**src/drt_pkg.sv**
```systemverilog
package drt_pkg;

  // Time bases
  localparam int unsigned MS_PER_S       = 1000;
  localparam int unsigned DEF_INTERVAL_S = 1800;
  localparam int unsigned DEF_AWAY_S     = 300;
  localparam int unsigned MIN_AWAY_S     = 30;
  localparam int unsigned RETRY_MS       = 60000;
  localparam int unsigned DEF_INTERVAL_MS = DEF_INTERVAL_S * MS_PER_S;
  localparam int unsigned DEF_AWAY_MS     = DEF_AWAY_S * MS_PER_S;

  // 65535 s in ms fits in 26 bits
  localparam int unsigned MS_W    = 26;
  localparam int unsigned CFG_W   = 16;
  localparam int unsigned CFG_IDX_W = 3;

  typedef enum logic [CFG_IDX_W-1:0] {
    CFG_ENABLE   = 3'd0,
    CFG_WATER_EN = 3'd1,
    CFG_STAND_EN = 3'd2,
    CFG_INTERVAL = 3'd3,
    CFG_AWAY     = 3'd4
  } drt_cfg_e;

  typedef struct packed {
    logic [47:0] now_ms;
    logic [31:0] idle_ms;
    logic        pet_busy;
    logic        pet_visible;
    logic        water_accept;
    logic        stand_accept;
    logic        host_present;
  } drt_in_t;

  typedef struct packed {
    logic        water_request;
    logic        stand_request;
    logic [31:0] water_left_ms;
    logic [31:0] stand_left_ms;
    logic [31:0] accepted_count;
  } drt_out_t;

  // Per-tick control from the sequencing logic to one timer
  typedef struct packed {
    logic step;     // advance this timer for the current tick
    logic restart;  // full timer reset
    logic fwd;      // time moved forward (else backward)
    logic can_ask;  // pet is visible and not busy
    logic accept;   // host takes this timer's request
  } drt_tmr_ctrl_t;

  typedef struct packed {
    logic asked;
    logic accepted;
  } drt_tmr_stat_t;

endpackage

```
**src/drt_stream_if.sv**
```systemverilog
interface drt_stream_if #(
  parameter type payload_t = logic
);
  logic     valid;
  logic     ready;
  payload_t data;

  modport source (output valid, output data, input ready);
  modport sink   (input valid, input data, output ready);
endinterface

```
**src/drt_timer.sv**
```systemverilog
module drt_timer import drt_pkg::*; #(
  parameter int unsigned TIME_BITS  = 48,
  parameter logic [31:0] RstElapsed = '0
) (
  input  logic                 clk_i,
  input  logic                 rst_ni,
  input  drt_tmr_ctrl_t        ctrl_i,
  input  logic [TIME_BITS-1:0] now_i,
  input  logic [TIME_BITS-1:0] dt_i,
  input  logic [MS_W-1:0]      interval_ms_i,
  input  logic [31:0]          restart_el_i,
  output drt_tmr_stat_t        stat_o,
  output logic [31:0]          left_ms_o
);

  logic [31:0]          el_q, el_d;
  logic                 pend_q, pend_d;
  logic [TIME_BITS-1:0] until_q, until_d;

  logic                 dt_hi;
  logic [32:0]          fwd_sum;
  logic [31:0]          e_adv;
  logic [TIME_BITS:0]   dl_sum;
  logic [TIME_BITS-1:0] deadline;
  logic [31:0]          iv;
  logic                 asked, ok;

  assign iv    = 32'(interval_ms_i);
  assign dt_hi = (dt_i >> 32) != '0;
  assign fwd_sum = {1'b0, el_q} + {1'b0, dt_i[31:0]};

  // Elapsed time after this tick, saturating up, floored at zero down
  always_comb begin
    if (ctrl_i.fwd) begin
      e_adv = (dt_hi || fwd_sum[32]) ? '1 : fwd_sum[31:0];
    end else begin
      e_adv = (dt_hi || (dt_i[31:0] >= el_q)) ? '0 : el_q - dt_i[31:0];
    end
  end

  // Retry deadline, saturating at the top of the time range
  assign dl_sum   = {1'b0, now_i} + (TIME_BITS+1)'(RETRY_MS);
  assign deadline = dl_sum[TIME_BITS] ? '1 : dl_sum[TIME_BITS-1:0];

  always_comb begin
    el_d    = el_q;
    pend_d  = pend_q;
    until_d = until_q;
    asked   = 1'b0;
    ok      = 1'b0;
    if (ctrl_i.restart) begin
      el_d    = restart_el_i;
      pend_d  = 1'b0;
      until_d = '0;
    end else if (ctrl_i.step) begin
      el_d = e_adv;
      if (pend_q) begin
        if (now_i <= until_q) begin
          asked = ctrl_i.can_ask;
          ok    = asked && ctrl_i.accept;
        end else begin
          // retry window closed: drop
          el_d    = '0;
          pend_d  = 1'b0;
          until_d = '0;
        end
      end else if (e_adv >= iv) begin
        pend_d  = 1'b1;
        until_d = deadline;
        asked   = ctrl_i.can_ask;
        ok      = asked && ctrl_i.accept;
      end
      if (ok) begin
        el_d    = '0;
        pend_d  = 1'b0;
        until_d = '0;
      end
    end
  end

  always_ff @(posedge clk_i or negedge rst_ni) begin
    if (!rst_ni) begin
      el_q    <= RstElapsed;
      pend_q  <= 1'b0;
      until_q <= '0;
    end else begin
      el_q    <= el_d;
      pend_q  <= pend_d;
      until_q <= until_d;
    end
  end

  assign stat_o.asked    = asked;
  assign stat_o.accepted = ok;
  assign left_ms_o       = (el_d >= iv) ? '0 : iv - el_d;

endmodule

```
**src/dual_interval_reminder_timer.sv**
```systemverilog
// Dual interval reminder timer. Each input transfer is one tick carrying host
// time and user idle time in ms plus host status flags; each tick yields
// exactly one result transfer with the water/stand request strobes, the time
// left on both timers and the running count of accepted reminders. The block
// takes one tick per clock: a tick is held in the input register while the
// timer state and the result are computed, and the result is held in an
// output register, so ticks stream at full rate and only output back-pressure
// stalls the input. Configuration writes (enable, water_enable, stand_enable,
// interval_seconds, away_seconds at indexes 0..4) are to be made by the user
// only while no tick is in flight; the block does not enforce this. Every valid
// write resets both timers; writes to other indexes are ignored.
// An interval of zero means 1800 s, an away time below 30 s means 30 s.
module dual_interval_reminder_timer import drt_pkg::*; #(
  parameter int unsigned TIME_BITS = 48
) (
  input  logic                 clk_i,
  input  logic                 rst_ni,
  input  logic                 cfg_we_i,
  input  logic [CFG_IDX_W-1:0] cfg_idx_i,
  input  logic [CFG_W-1:0]     cfg_data_i,
  drt_stream_if.sink           in_if,
  drt_stream_if.source         out_if
);

  // Configuration, stored as milliseconds
  logic            enable_q, water_en_q, stand_en_q;
  logic [MS_W-1:0] interval_ms_q, interval_ms_d;
  logic [MS_W-1:0] away_ms_q;
  logic [CFG_W-1:0] iv_sel, away_sel;
  logic            cfg_hit;

  // Tick state
  logic [TIME_BITS-1:0] last_time_q;
  logic                 have_last_q;
  logic                 away_q;
  logic [31:0]          count_q, count_d;

  // Input stage and output register
  drt_in_t  s1_q;
  logic     s1_valid_q;
  drt_out_t out_q, out_d;
  logic     out_valid_q;
  logic     adv;

  logic [TIME_BITS-1:0] now_t, dt;
  logic                 fwd, run, away_now, timers_live;
  drt_tmr_ctrl_t        w_ctrl, s_ctrl;
  drt_tmr_stat_t        w_stat, s_stat;
  logic [31:0]          w_left, s_left, restart_el;

  // ---- configuration decode ----
  assign iv_sel   = (cfg_data_i == '0) ? CFG_W'(DEF_INTERVAL_S) : cfg_data_i;
  assign away_sel = (cfg_data_i < CFG_W'(MIN_AWAY_S)) ? CFG_W'(MIN_AWAY_S) : cfg_data_i;

  always_comb begin
    cfg_hit       = 1'b0;
    interval_ms_d = interval_ms_q;
    if (cfg_we_i) begin
      unique case (cfg_idx_i)
        CFG_ENABLE, CFG_WATER_EN, CFG_STAND_EN, CFG_AWAY: cfg_hit = 1'b1;
        CFG_INTERVAL: begin
          cfg_hit       = 1'b1;
          interval_ms_d = MS_W'(iv_sel) * MS_W'(MS_PER_S);
        end
        default: cfg_hit = 1'b0;
      endcase
    end
  end

  // Stand timer restarts half an interval ahead (new interval on a write)
  assign restart_el = 32'(interval_ms_d >> 1);

  // ---- handshake ----
  // s1 moves to the output register whenever that register is free or drains
  assign adv         = s1_valid_q && (!out_valid_q || out_if.ready);
  assign in_if.ready = !s1_valid_q || adv;
  assign out_if.valid = out_valid_q;
  assign out_if.data  = out_q;

  // ---- tick sequencing ----
  assign now_t = TIME_BITS'(64'(s1_q.now_ms));
  assign run   = s1_q.host_present && enable_q && (water_en_q || stand_en_q);
  assign away_now = s1_q.idle_ms >= 32'(away_ms_q);

  always_comb begin
    fwd = 1'b1;
    dt  = '0;
    if (have_last_q) begin
      if (now_t >= last_time_q) begin
        dt = now_t - last_time_q;
      end else begin
        fwd = 1'b0;
        dt  = last_time_q - now_t;
      end
    end
  end

  // Timers only advance while the user is present and was present before
  assign timers_live = adv && run && !away_now && !away_q;

  always_comb begin
    w_ctrl.step    = timers_live && water_en_q;
    s_ctrl.step    = timers_live && stand_en_q;
    // Config write or first tick back from away
    w_ctrl.restart = cfg_hit || (adv && run && !away_now && away_q);
    s_ctrl.restart = w_ctrl.restart;
    w_ctrl.fwd     = fwd;
    s_ctrl.fwd     = fwd;
    w_ctrl.can_ask = !s1_q.pet_busy && s1_q.pet_visible;
    s_ctrl.can_ask = w_ctrl.can_ask;
    w_ctrl.accept  = s1_q.water_accept;
    s_ctrl.accept  = s1_q.stand_accept;
  end

  drt_timer #(
    .TIME_BITS  (TIME_BITS),
    .RstElapsed ('0)
  ) u_water (
    .clk_i         (clk_i),
    .rst_ni        (rst_ni),
    .ctrl_i        (w_ctrl),
    .now_i         (now_t),
    .dt_i          (dt),
    .interval_ms_i (interval_ms_q),
    .restart_el_i  ('0),
    .stat_o        (w_stat),
    .left_ms_o     (w_left)
  );

  drt_timer #(
    .TIME_BITS  (TIME_BITS),
    .RstElapsed (32'(DEF_INTERVAL_MS / 2))
  ) u_stand (
    .clk_i         (clk_i),
    .rst_ni        (rst_ni),
    .ctrl_i        (s_ctrl),
    .now_i         (now_t),
    .dt_i          (dt),
    .interval_ms_i (interval_ms_q),
    .restart_el_i  (restart_el),
    .stat_o        (s_stat),
    .left_ms_o     (s_left)
  );

  // Accept count wraps
  assign count_d = count_q + 32'(w_stat.accepted) + 32'(s_stat.accepted);

  always_comb begin
    out_d.water_request  = w_stat.asked;
    out_d.stand_request  = s_stat.asked;
    out_d.water_left_ms  = w_left;
    out_d.stand_left_ms  = s_left;
    out_d.accepted_count = count_d;
  end

  // ---- registers ----
  always_ff @(posedge clk_i or negedge rst_ni) begin
    if (!rst_ni) begin
      enable_q      <= 1'b1;
      water_en_q    <= 1'b1;
      stand_en_q    <= 1'b1;
      interval_ms_q <= MS_W'(DEF_INTERVAL_MS);
      away_ms_q     <= MS_W'(DEF_AWAY_MS);
      last_time_q   <= '0;
      have_last_q   <= 1'b0;
      away_q        <= 1'b0;
      count_q       <= '0;
      s1_valid_q    <= 1'b0;
      out_valid_q   <= 1'b0;
    end else begin
      interval_ms_q <= interval_ms_d;
      if (cfg_we_i) begin
        case (cfg_idx_i)
          CFG_ENABLE:   enable_q   <= cfg_data_i[0];
          CFG_WATER_EN: water_en_q <= cfg_data_i[0];
          CFG_STAND_EN: stand_en_q <= cfg_data_i[0];
          CFG_AWAY:     away_ms_q  <= MS_W'(away_sel) * MS_W'(MS_PER_S);
          default: ;
        endcase
      end
      if (adv && run) begin
        last_time_q <= now_t;
        have_last_q <= 1'b1;
        away_q      <= away_now;
      end
      if (adv) begin
        count_q <= count_d;
      end
      if (in_if.ready) begin
        s1_valid_q <= in_if.valid;
      end
      if (adv) begin
        out_valid_q <= 1'b1;
      end else if (out_if.ready) begin
        out_valid_q <= 1'b0;
      end
    end
  end

  // Payload registers, no reset
  always_ff @(posedge clk_i) begin
    if (in_if.valid && in_if.ready) begin
      s1_q <= in_if.data;
    end
    if (adv) begin
      out_q <= out_d;
    end
  end

endmodule

```
**src/flat_wrapper.sv**
```systemverilog
// flat-port wrapper written by rule: the top's interface ports become plain ports
module dual_interval_reminder_timer_flat import drt_pkg::*;
#(
  parameter int unsigned TIME_BITS = 48
)
  (clk_i, rst_ni, cfg_we_i, cfg_idx_i, cfg_data_i, in_if_valid, in_if_data, in_if_ready, out_if_valid, out_if_data, out_if_ready);
  drt_stream_if #(.payload_t(drt_in_t)) in_if_i ();
  drt_stream_if #(.payload_t(drt_out_t)) out_if_i ();
  input  logic clk_i;
  input  logic rst_ni;
  input  logic cfg_we_i;
  input  logic [CFG_IDX_W-1:0] cfg_idx_i;
  input  logic [CFG_W-1:0] cfg_data_i;
  input wire logic [$bits(in_if_i.valid)-1:0] in_if_valid;
  input wire logic [$bits(in_if_i.data)-1:0] in_if_data;
  output wire logic [$bits(in_if_i.ready)-1:0] in_if_ready;
  output wire logic [$bits(out_if_i.valid)-1:0] out_if_valid;
  output wire logic [$bits(out_if_i.data)-1:0] out_if_data;
  input wire logic [$bits(out_if_i.ready)-1:0] out_if_ready;
  assign in_if_i.valid = in_if_valid;
  assign in_if_i.data = in_if_data;
  assign in_if_ready = in_if_i.ready;
  assign out_if_valid = out_if_i.valid;
  assign out_if_data = out_if_i.data;
  assign out_if_i.ready = out_if_ready;
  dual_interval_reminder_timer #(.TIME_BITS(TIME_BITS)) u_core (.clk_i(clk_i), .rst_ni(rst_ni), .cfg_we_i(cfg_we_i), .cfg_idx_i(cfg_idx_i), .cfg_data_i(cfg_data_i), .in_if(in_if_i), .out_if(out_if_i));
endmodule
```
**config.mk**
```make
export PLATFORM = sky130hd
export DESIGN_NAME = dual_interval_reminder_timer_flat
export DESIGN_NICKNAME = d
export VERILOG_FILES = /design/src/drt_pkg.sv /design/src/drt_stream_if.sv /design/src/drt_timer.sv /design/src/dual_interval_reminder_timer.sv /design/src/flat_wrapper.sv
export SDC_FILE = /design/constraint.sdc
export NUM_CORES = 2
export LEC_CHECK = 0
export BUFFER_PORTS_ARGS = -buffer_cell sky130_fd_sc_hd__clkbuf_2
export CORE_ASPECT_RATIO = 1.1
export CORE_MARGIN = 4
export CORE_UTILIZATION = 25
export CTS_CLUSTER_SIZE = 20
export DETAILED_ROUTE_END_ITERATION = 6
export PLACE_DENSITY = 0.39
export SETUP_SLACK_MARGIN = 0.5
export SLEW_MARGIN = 0
export SYNTH_ARGS = -nofsm -noshare
export SYNTH_HDL_FRONTEND = slang
export SYNTH_HIERARCHICAL = 1
export SYNTH_SLANG_ARGS = --single-unit
```
**constraint.sdc**
```tcl
create_clock -name clk_i -period 27.9 [get_ports clk_i]
set_clock_uncertainty 0.1 [all_clocks]
set_input_delay 2.79 -clock clk_i [delete_from_list [all_inputs] [get_ports clk_i]]
set_output_delay 2.79 -clock clk_i [all_outputs]
set_load 0.02 [all_outputs]
```
==> reports/metrics.csv <==
metric;value;unit
Clock Root Buffer;clkbuf_16;
Post-CTS Setup Bufs;0;
post-synthesis sequential area ratio;27.0;%
worst-margin pin slew;1330;ps
worst reg2reg startpoint;u_core/now_t[29];
yosys warns;6;
hold_sp;u_core/u_water/until_q[25];
Yosys cell types;128;
Initial Utilization;25.2;%
Buffers on Ports;208;
CTS Buf Count;70;
clk_lat worst skew;720;ps
hold_buf cts;0;
total grt overflow;0;
H-Tree Level Count;3;
post-synth design cell area;48100;sq um
Final Hold Slack;361;ps
DR pass1 iterations;6;
Die Span Y;468;microns
maxcap violations;0;
ys async rst share;61.9;%
CTS tree;built;
commonest non-fill, non-tap cell in the layout;inv_1;
critical path required time;28210;ps
slowest library cell on the worst path;a2111oi_0;
wire per inst;22.2;microns
number of DRC markers in iteration 0;3018;
Post-DRT Antenna Nets;0;
RSZ-0062 raised after global routing;no;
Buf/Inv on CP;4;
Worst Hold Class;reg2reg;
FP Rows;168;
Fin Setup TNS;0;ps
vias;43399;
largest net degree at the start of global routing;109;
CTS resizes;0;
Synth area leaders;ha_1 14%, dfrtp_1 14%, edfxtp_1 11%;
fmax;58.9;MHz
residual DRC count;0;
Top FF cell, synth;dfrtp_1;
die width;426;microns
initial antenna violation count;4;
gp weighted congestion;0.914;
die area;199000;sq um
FF+latch count, synth;480;
Cells after Synth;5805;
Critical Path Source;u_core/now_t[29];
Final Max Slew Viols;0;
commonest non-fill, non-tap cells in the layout;705 x inv_1, 625 x nand2_1, 544 x ha_1;
cell taking the most area after synthesis;ha_1;
min Tclk post-route;16970;ps
nets@finish;6735;
number of flops mapped to enable cells by yosys;183;
TritonCTS Sinks;480;
via-per-instance ratio;5.06;
share of the synthesized area in the top cell type;14.2;%
period utilization;60.8;%
I/O pin count;209;
Worst-path clk slew;60;ps
DRT Wirelength;191;mm
crit start category;flop;
DP HPWL;153;mm
CP peak stage delay;1090;ps
core area;191000;sq um
status;finished, final reports clean;
Sequential Area;13000;sq um
Fin. Hold Viols;0;
CP delay by family, top;compound AO/OA/AOI/OAI gates;
Setup crit end kind;flop;
footprint of the multi-input gates;31700;sq um
Relative slew margins;9.19;%
vias in the first global route;43192;
syn_area_per_cell;8.29;sq um
arrival time worst endpoint;17280;ps
Worst Path Max Fanout;24;
Max Root-Sink Buffers;3;
Overall Global Routing Usage;18.7;%
first-pass GRT wire length;284;mm
Crit Path Class;reg2reg;
layout cells sized above 1;9.15;%
Final Setup Violations;0;
fillers;20875;
Area growth syn-to-layout;13.2;%
==> synth_stat cells (17+ instances only) <==
library cell and count:
a22o_1 33, dfstp_2 33, xor2_1 100, a221o_1 21, clkbuf_1 147, o21a_1 41
o21ai_0 435, o21bai_1 58, a221oi_1 40, xnor2_1 155, a211oi_1 41, nand4_1 103
nor4_1 45, inv_1 706, a22oi_1 36, a31oi_1 53, buf_4 17, nor2b_1 52
and4_1 23, or2_2 28, and2_1 44, fa_1 113, buf_2 41, edfxtp_1 183
o22ai_1 23, o221ai_1 24, and3_1 53, mux2i_1 45, ha_1 544, o211ai_1 51
mux2_2 17, nor2_1 404, nand2_1 626, nor3_1 87, dfrtp_1 264, nand3_1 125
a21o_1 133, o31ai_1 48, a2111oi_0 17, a21oi_1 394, nand2b_1 58
==> per-stage QoR <==
step	setup WS [ps]	cell area (sq um)	utilization, %	instances
floorplan	15820	48300	-	5853
global placement	11480	52100	27.3	8447
detailed placement	11350	52100	27.3	8447
CTS	11240	54400	28.5	8575
global route	10160	54400	28.5	8576
finish	10930	54400	28.5	8579
==> path summary, 6_finish.rpt <==
kind	depth (start not counted)	slack, ps	to
max	50	10930	u_core/out_if.data[44]
min	2	360	u_core/u_water/until_q[25]
max reg2reg	50	10930	u_core/out_if.data[44]
min reg2reg	2	360	u_core/u_water/until_q[25]
max in group asynchronous	3	23650	u_core/last_time_q[2]
min in group asynchronous	1	1970	u_core/u_water/el_q[26]
==> final cells by class <==
| class | instances | share of cell area (%) |
|---|---|---|
| flip-flops and latches | 480 | 23.8 |
| inverters | 716 | 4.95 |
| repair buffers | 271 | 2.87 |
| diodes | 4 | 0.0184 |
| multi-input cells | 4430 | 58.2 |
| well taps | 2550 | 5.86 |
| clock inverters | 36 | 0.871 |
| clock buffers | 92 | 3.43 |
==> cells by family (layout without fill, tap and decap cells) <==
kind of cell,Yosys count,count (layout),synth area share [%]
buf+inv,943,1115,7.75
simple gates,1728,1728,17.0
fa+ha+maj,672,672,19.2
compound gates,1660,1660,23.0
flops,480,480,27.0
xor+xnor,255,255,4.64
other cells,3,55,0.0234
mux,64,64,1.39
==> sequential cells by signal, indices dropped and copies added, names as in the netlist <==
name,cells
u_core/last_time_q,48
u_core/out_if.valid,1
u_core/away_q,1
u_core/u_stand/el_q,32
u_core/u_water/el_q,32
u_core/u_stand/until_q,48
u_core/stand_en_q,1
u_core/s1_q,37
u_core/enable_q,1
u_core/water_en_q,1
u_core/have_last_q,1
u_core/s1_valid_q,1
u_core/u_water/pend_q,1
u_core/u_stand/pend_q,1
u_core/count_q,32
u_core/out_if.data,98
u_core/interval_ms_q,25
u_core/now_t,48
u_core/away_ms_q,23
u_core/u_water/until_q,48
==> per-layer routing <==
layer / GRT usage, % / share of wire [%] / vias to the layer above / wire (microns)
met5: 0 / 0 / - / 0
met4: 6.20 / 3.3 / 0 / 6260
met3: 2.16 / 4.3 / 216 / 8250
met2: 30.8 / 46 / 1105 / 88400
met1: 25.3 / 46 / 21196 / 87800
li1: - / - / 20882 / -
==> worst register-to-register path: cells and delay by family (launching register included) <==
family / cells / cell delay (ps)
and+or+nand+nor: 19 / 5800
adders and majority gates: 4 / 2000
DFF: 1 / 650
muxes: 1 / 740
buffers and inverters: 4 / 1000
AOI/OAI and AO/OA: 22 / 6390
Power is left out: the tool's default activity adds up to more than one toggle a clock period on the data nets, which glitch-free logic cannot reach.
